--- src/hdl/apt_ram.sv ---
// Generic single-port-write, registered-read RAM.
`default_nettype none

module apt_ram #(
    parameter int unsigned WIDTH = 8,
    parameter int unsigned DEPTH = 16,
    localparam int unsigned AW   = (DEPTH > 1) ? $clog2(DEPTH) : 1
) (
    input  wire                      i_clk,
    input  wire                      i_we,
    input  wire  [AW-1:0]            i_waddr,
    input  wire  [WIDTH-1:0]         i_wdata,
    input  wire  [AW-1:0]            i_raddr,
    output logic [WIDTH-1:0]         o_rdata
);
    logic [WIDTH-1:0] r_mem [DEPTH];

    always_ff @(posedge i_clk) begin
        if (i_we) begin
            r_mem[i_waddr] <= i_wdata;
        end
        o_rdata <= r_mem[i_raddr];
    end

endmodule

`default_nettype wire

--- config.mk ---
export PLATFORM = sky130hd
export DESIGN_NAME = apt_ram
export DESIGN_NICKNAME = d
export VERILOG_FILES = /design/src/hdl/apt_ram.sv
export SDC_FILE = /design/constraint.sdc
export NUM_CORES = 1
export LEC_CHECK = 0
export BUFFER_PORTS_ARGS = -buffer_cell sky130_fd_sc_hd__buf_4
export CAP_MARGIN = 30
export CORE_ASPECT_RATIO = 0.8
export CORE_MARGIN = 10
export CORE_UTILIZATION = 50
export CTS_BUF_LIST = sky130_fd_sc_hd__clkbuf_8
export CTS_CLUSTER_SIZE = 28
export DETAILED_ROUTE_END_ITERATION = 7
export GPL_TIMING_DRIVEN = 0
export HOLD_SLACK_MARGIN = 0.1
export PLACE_DENSITY = 0.72
export SLEW_MARGIN = 25
export SYNTH_ARGS = -nofsm -noshare
export SYNTH_HDL_FRONTEND = slang
export SYNTH_SLANG_ARGS = --single-unit
--- constraint.sdc ---
create_clock -name i_clk -period 4.4 [get_ports i_clk]
set_input_delay 0.44 -clock i_clk [delete_from_list [all_inputs] [get_ports i_clk]]
set_output_delay 0.44 -clock i_clk [all_outputs]
set_load 0.05 [all_outputs]
**Word-level counts from Yosys, hierarchy flattened**

Memories as Yosys holds them, arrays and structs flattened. A register that Yosys moved wholly into a read port is not among the register bits.
Index checks and enable logic that the tools add are counted.

- Memories kept: 1
- Bits of input ports: 18
- Register bits after elaboration: 0
- Memory bits (writable): 128
- Output and inout bits: 8

- Mux-type cells: 2

Memories:

| name | depth | width | rd ports | clocked after Yosys merged registers in | wr ports | RTL line | source |
|---|---|---|---|---|---|---|---|
| r_mem | 16 | 8 | 1 | 1 | 1 | 16 | `logic [WIDTH-1:0] r_mem [DEPTH];` |

Operator list:

| cell | count |
|---|---|
| $mux 1 | 2 |

**Logic depth before layout (Yosys ltp)**

Gate-level depths: netlist of run 1.

- Depth in word-level cells: 2
- Depth in mapped cells: 5
- Mapped depth without buffers: 3

**Least setup slack after synthesis of run 1**

No wires, ideal clock.

- Path type: input-to-reg
- Start: input port i_waddr[2]
- End: memory r_mem[0][0], enable pin
- Arrival time: 1.550 ns
- Setup slack: 2.467 ns
- Cell stages on the path: 2
- Library setup time: 0.383 ns
- Cells stage by stage: or3b_2 nor3_1

RTL lines:

| item | RTL line | source |
|---|---|---|
| from (decl) | 11 | `input wire [AW-1:0] i_waddr,` |
| to (decl) | 16 |  |

Straight into the memory's write port.

**Worst setup path after layout of run 1**

- Start: input port i_waddr[2]
- End: memory r_mem[2][1], enable pin

Straight into the memory's write port.

==> reports/results.tsv, run 1 <==
stage	metric	value	unit
status	status	completed	
synthesis	#FFs+latches synth	136	
routing	via count	2342	
critical_path	R2R Path End	o_rdata[0]	
critical_path	Critical Path Start Type	input pin	
synthesis	sequential area share after synthesis	0.7778	
layout	final net count	290	
critical_path	Crit. End Element	register	
synthesis	Syn Inst Count	229	
sta	Fin. Hold Viols	0	
sta	post-layout min period	1.647	ns
critical_path	R2R cell count	3	
sta	unrepaired setup endpoints after global routing	false	
critical_path	reg2reg setup slack	2.98	ns
floorplanning	Die H	110.8	um
critical_path	Required @ worst endpoint	4.46	ns
clocking	Clock Path Buffers	2	
critical_path	worst setup path class	in -> reg	
grt	total grt overflow	0	
routing	met2 routed WL	4.603	mm
place	pre-CTS setup slack	2.270	ns
layout	layout cell share with drive strength beyond 1	0.3053	
layout	area grow syn2layout	15.00	%
sta	Fin Clk Skew	0.01155	ns
clocking	H-tree Lvls	4	
synthesis	Ys Warns	0	
layout	area of the multi-input gates	1077	um2
power_and_ir_drop	Total Power	2.639	mW
synthesis	Mapped Avg Cell Area	22.48	um2
critical_path	CP startpoint	i_waddr[2]	
routing	top layer in use	met4	
grt	gr usage total	0.1407	
critical_path	Crit Path Max Fanout	8	
grt	global-route wire length before repair	15.10	mm
clocking	cts bufs inserted	17	
layout	register area	4004	um2
floorplanning	core area	10160	um2
synthesis	Net Count, Synth	247	
grt	vias in the first global route	2508	
flow_run	MaxCap Viol Count	0	
clocking	clk_lat worst skew	0.43	ns
power_and_ir_drop	leakage	1.966	nW
floorplanning	Initial Utilization	0.5068	
power_and_ir_drop	PwrDens	445.9	nW/um2
routing	Iter 0 DRT Violations	334	
layout	fillers	758	
sta	setup TNS	0	ns
place	Port-buffer cells	24	
sta	Slew Limit Fails	0	
sta	Final Worst Setup Slack	2.753	ns
routing	drt wl/cell	23.29	um
grt	largest net degree at the start of global routing	17	
clocking	Hold-fix buffers, CTS	0	
min_path	hold path cells	1	
grt	initial antenna violation count	0	
routing	Detailed Routing Iterations Pass 1	5	
clocking	postcts setup bufs	0	
layout	ANT cells	0	
routing	# DRC	0	
floorplanning	IO Count	26	
routing	Post-DRT Antenna Nets	0	
place	hpwl dp	6.303	mm
routing	Vias/cell	5.511	
min_path	Hold Path Class	in -> reg	
clocking	clock tree from TritonCTS	done	
sta	worst slew pin tran	0.8269	ns
sta	final setup vio count	0	
critical_path	Reg-to-Reg Start	r_mem[12][0]	
synthesis	synthesized cell area	5147	um2
critical_path	CP arrival	1.71	ns
place	RD Place Congestion	0.7031	
clocking	Post-CTS Resized	0	
power_and_ir_drop	Peak VDD IR	0.0003175	V
synthesis	synth unique cells	19	
floorplanning	Die X	133.4	um
floorplanning	row cnt	33	
sta	Slew HR	0.4467	
sta	Tcrit/Tclk final	0.3743	
routing	wire length on met3	793	um
sta	Fmax	607.2	MHz
routing	Post-Route M1 WL	4.412	mm
routing	WL final	9.899	mm
floorplanning	overall die area	14780	um2
clocking	Reg clk slew, reported paths	0.07	ns
layout	post-layout util	0.5828	
critical_path	end point of the critical path	r_mem[2][1]	
clocking	clk root buf	clkbuf_8	
clocking	TritonCTS Sinks	136	
==> sequential cells by signal (all words and copies together) (netlist names) <==
| register | count |
|---|---|
| o_rdata | 8 |
| r_mem | 128 |
==> synthesized netlist by cell type (all sizes together) <==
library cell   number  share of area
nand3b              2         0.0029
nor2b               1         0.0012
nand3               1        0.00097
clkdlybuf4s25       3         0.0058
nand2b              2         0.0024
nand2               9         0.0066
nor3                4         0.0039
dfxtp               8          0.031
a22oi              16          0.023
and2b               1         0.0015
buf                 7          0.011
mux4               32           0.15
edfxtp            128           0.75
nor2               13         0.0095
or3b                1         0.0017
and2                1         0.0012
==> through the flow <==
step / area (um2) / cells / hold slack, ns
6_report: 5919 / 425 / 0.3406
3_5_place_dp: 5523 / 393 / 0.6938
3_3_place_gp: 5503 / 393 / 0.6751
2_1_floorplan: 5147 / 229 / 0.5389
5_1_grt: 5919 / 425 / 0.3138
4_1_cts: 5919 / 425 / 0.3135
==> placed cells by master (no fill, tap or decap) <==
cell,instances
clkdlybuf4s25_2,3
dfxtp_1,8
nand3_1,1
nor2_1,13
inv_1,2
mux4_2,18
nor2b_1,1
buf_6,3
clkinvlp_4,3
or3b_2,1
nand3b_1,2
edfxtp_1,128
a22oi_1,16
clkinv_2,5
buf_2,3
and2_1,1
bufinv_16,3
nor3_2,4
nand2_1,9
and2b_1,1
clkinv_4,2
buf_4,25
clkbuf_8,17
nand2b_1,2
mux4_1,14
==> critical path: stages <==
cell and delay (ns):
buf_4 0.12, or3b_2 0.52, nor2_1 0.62
==> cells by family after synthesis <==
| group | Yosys count | synth area share |
|---|---|---|
| compound gates | 16 | 0.02334 |
| buf+inv | 10 | 0.01677 |
| flops | 136 | 0.7778 |
| mux | 32 | 0.1502 |
| simple gates | 35 | 0.03184 |
==> area by class of cell <==
cell class / instances / share of cell area
multi-input combinational: 83 / 0.1820
tap: 140 / 0.02959
timing repair buffer: 24 / 0.03044
sequential: 136 / 0.6764
buffer: 10 / 0.01458
clock inverter: 15 / 0.02748
clock buffer: 17 / 0.03953
==> layer usage <==
layer  vias up  global-route usage
met3         8             0.05072
met4         0             0.04634
met5         -                   0
met2        87              0.2022
met1      1189              0.1947
li1       1058                   -
==> how the worst min path moves through the flow <==
stage | from | to | slack (ns)
floorplan | i_wdata[0] | r_mem[0][0] | 0.54
global placement | r_mem[3][1] | o_rdata[1] | 0.68
detailed placement | r_mem[3][2] | o_rdata[2] | 0.69
CTS | i_wdata[5] | r_mem[8][5] | 0.31
global route | i_wdata[5] | r_mem[8][5] | 0.31
finish | i_wdata[5] | r_mem[8][5] | 0.34
==> report_power, final <==
part           total (mW)  switching (mW)  internal, mW
Clock                1.01           0.457         0.551
Combinational       0.178           0.111        0.0673
Sequential           1.45         0.00666          1.45
Total                2.64           0.574          2.07
(Power assumes the default switching activity.)
==> run 2: changes to the inputs <==
- PLACE_DENSITY: 0.72 -> 0.75
- clock period: 4.4 -> 1.4 ns (I/O delays scaled with it)
==> run 2 against run 1 <==
Wire length down 1.8%. Global-route usage down 0.22 points. Sequential share of layout area down 1.2 points. Largest power group unchanged.
==> reports/results.tsv, run 2 (synthesis gave the netlist of run 1 again) <==
stage	metric	value	unit	change
layout	final net count	298		+2.8%
critical_path	reg2reg setup slack	0.05	ns	-2.93 ns
floorplanning	Initial Utilization	0.5068		unchanged
critical_path	Crit. End Element	register		
sta	Slew Limit Fails	0		unchanged
critical_path	CP startpoint	r_mem[5][0]		
critical_path	Worst path max stage delay	0.58	ns	-0.04 ns
floorplanning	overall die area	14780	um2	unchanged
grt	vias in the first global route	2503		-0.20%
grt	largest net degree at the start of global routing	17		unchanged
floorplanning	core area	10160	um2	unchanged
sta	Tcrit/Tclk final	0.9666		
clocking	cts bufs inserted	17		unchanged
layout	post-layout util	0.5933		+0.01047
place	Area after DPL	5523	um2	unchanged
place	RD Place Congestion	0.7365		+4.8%
grt	M3 GR Usage	0.04755		-0.003170
clocking	clk_lat worst skew	0.42	ns	about the same
critical_path	critical path buffer and inverter count	0		-1
power_and_ir_drop	leakage	2.002	nW	+1.8%
clocking	Reg clk slew, reported paths	0.07	ns	about the same
layout	area grow syn2layout	17.06	%	
floorplanning	IO Count	26		unchanged
layout	most common cell after layout, fill and taps aside	edfxtp_1		
grt	global-route wire length before repair	15.09	mm	about the same
sta	final setup vio count	0		unchanged
critical_path	critical-path cell list	mux4_1 > a22oi_2 > nand2_1		
layout	biggest regs	r_mem (128), o_rdata (8)		
critical_path	R2R Path End	o_rdata[0]		
floorplanning	Die X	133.4	um	unchanged
routing	Vias/cell	5.521		+0.19%
clocking	H-tree Lvls	4		unchanged
sta	worst slew pin tran	0.7880	ns	-0.03893 ns
layout	fillers	761		+0.40%
routing	Detailed Routing Iterations Pass 1	4		-1
floorplanning	row cnt	33		unchanged
critical_path	CP arrival	1.66	ns	-0.05 ns
sta	Fin. Hold Viols	0		unchanged
power_and_ir_drop	Peak VDD IR	0.0009559	V	+200%
critical_path	Reg-to-Reg Start	r_mem[5][0]		
layout	layout cell share with drive strength beyond 1	0.3185		+0.01323
routing	Iter 0 DRT Violations	318		-4.8%
status	status	completed		
clocking	TritonCTS Sinks	136		unchanged
sta	Slew HR	0.4727		+0.02605
flow_run	MaxCap Viol Count	0		unchanged
routing	Post-DRT Antenna Nets	0		unchanged
place	hpwl dp	6.354	mm	+0.80%
critical_path	worst setup path class	reg -> reg		
critical_path	Critical Path Start Type	register		
grt	Most Crowded Layer GR	met1		
routing	via count	2385		+1.8%
routing	WL final	9.724	mm	-1.8%
grt	met1 usage	0.1985		+0.003843
sta	Min Hold Slack	0.1511	ns	-0.1895 ns
power_and_ir_drop	PwrDens	1377	nW/um2	+210%
sta	Fin Clk Skew	0.008559	ns	-0.002994 ns
critical_path	CP delay by family, top	multiplexers		
layout	ANT cells	0		unchanged
sta	setup TNS	0	ns	unchanged
clocking	clk root buf	clkbuf_8		
sta	Fmax	738.9	MHz	
power_and_ir_drop	Total Power	8.298	mW	+210%
grt	met2 GRT Util	0.1976		-0.004617
critical_path	R2R cell count	3		unchanged
routing	# DRC	0		unchanged
layout	most frequent cells in the layout	edfxtp_1 (128), buf_4 (25), mux4_2 (18)		
critical_path	end point of the critical path	o_rdata[0]		
layout	Largest register FFs	128		unchanged
sta	unrepaired setup endpoints after global routing	false		
routing	drt wl/cell	22.51	um	-3.4%
clocking	clock tree from TritonCTS	done		
clocking	postcts setup bufs	0		unchanged
critical_path	Crit Path Max Fanout	1		-7
layout	Largest Register	r_mem		
critical_path	Required @ worst endpoint	1.71	ns	-2.75 ns
place	Port-buffer cells	24		unchanged
min_path	Hold Path Class	in -> reg		
grt	total grt overflow	0		unchanged
clocking	Clock Path Buffers	2		unchanged
critical_path	WP depth	3		unchanged
grt	gr usage total	0.1385		-0.002204
floorplanning	Die H	110.8	um	unchanged
sta	post-layout min period	1.353	ns	
critical_path	Slowest cell on crit path	mux4_1		
grt	initial antenna violation count	0		unchanged
layout	post-route cell area	6026	um2	+1.8%
run 2: changes by cell type in the layout (fill, tap and decap cells not counted), sizes merged:
| cell | change |
|---|---|
| inv | -1 |
| clkinv | +1 |
| dlygate4sd3 | +8 |
| clkinvlp | -1 |
run 2: worst min path at each step:
stage	from	endpoint	slack, ns	cells past startpoint
6_report	i_waddr[0]	r_mem[0][5]	0.15	2
5_1_grt	i_waddr[0]	r_mem[0][2]	0.13	2
4_1_cts	i_waddr[0]	r_mem[12][5]	0.14	2
3_5_place_dp	i_wdata[6]	r_mem[6][6]	0.48	1
3_3_place_gp	i_wdata[6]	r_mem[7][6]	0.46	1
2_1_floorplan	i_wdata[0]	r_mem[0][0]	0.24	0
run 2: final cells by class:
type | instances | area (um2) | area share
flip-flops and latches | 136 | 4004 | 0.6645
well taps | 140 | 175.2 | 0.02907
clock inverters | 14 | 160.2 | 0.02658
multi-input cells | 83 | 1106 | 0.1836
repair buffers | 32 | 260.3 | 0.04319
plain buffers | 10 | 86.33 | 0.01433
clock buffers | 17 | 234.0 | 0.03883
run 2: stage by stage:
stage | setup WS (ns) | cells
2_1_floorplan | -0.006146 | 229
3_3_place_gp | -0.4736 | 393
3_5_place_dp | -0.4525 | 393
4_1_cts | 0.01541 | 432
5_1_grt | 0.008449 | 432
6_report | 0.04671 | 432
run 2: timing repair:
item	in CTS	in global routing
gates resized for setup	2	5
hold buffers	8	0
pin swaps	0	1
hold endpoints to repair	128	0
setup endpoints to repair	9	27
run 2: metal layers:
metal | share of wire | up-vias | wire length [um]
met5 | 0 | - | 0
met4 | 0.0046 | 0 | 45
met3 | 0.077 | 6 | 753
met2 | 0.47 | 92 | 4548
met1 | 0.45 | 1216 | 4377
li1 | - | 1071 | -
run 2: power by group:
part / switching (mW) / total, mW / leakage (nW) / internal (mW)
logic: 0.355 / 0.584 / 0.576 / 0.229
clock network: 1.41 / 3.14 / 0.202 / 1.73
registers: 0.0219 / 4.57 / 1.22 / 4.55
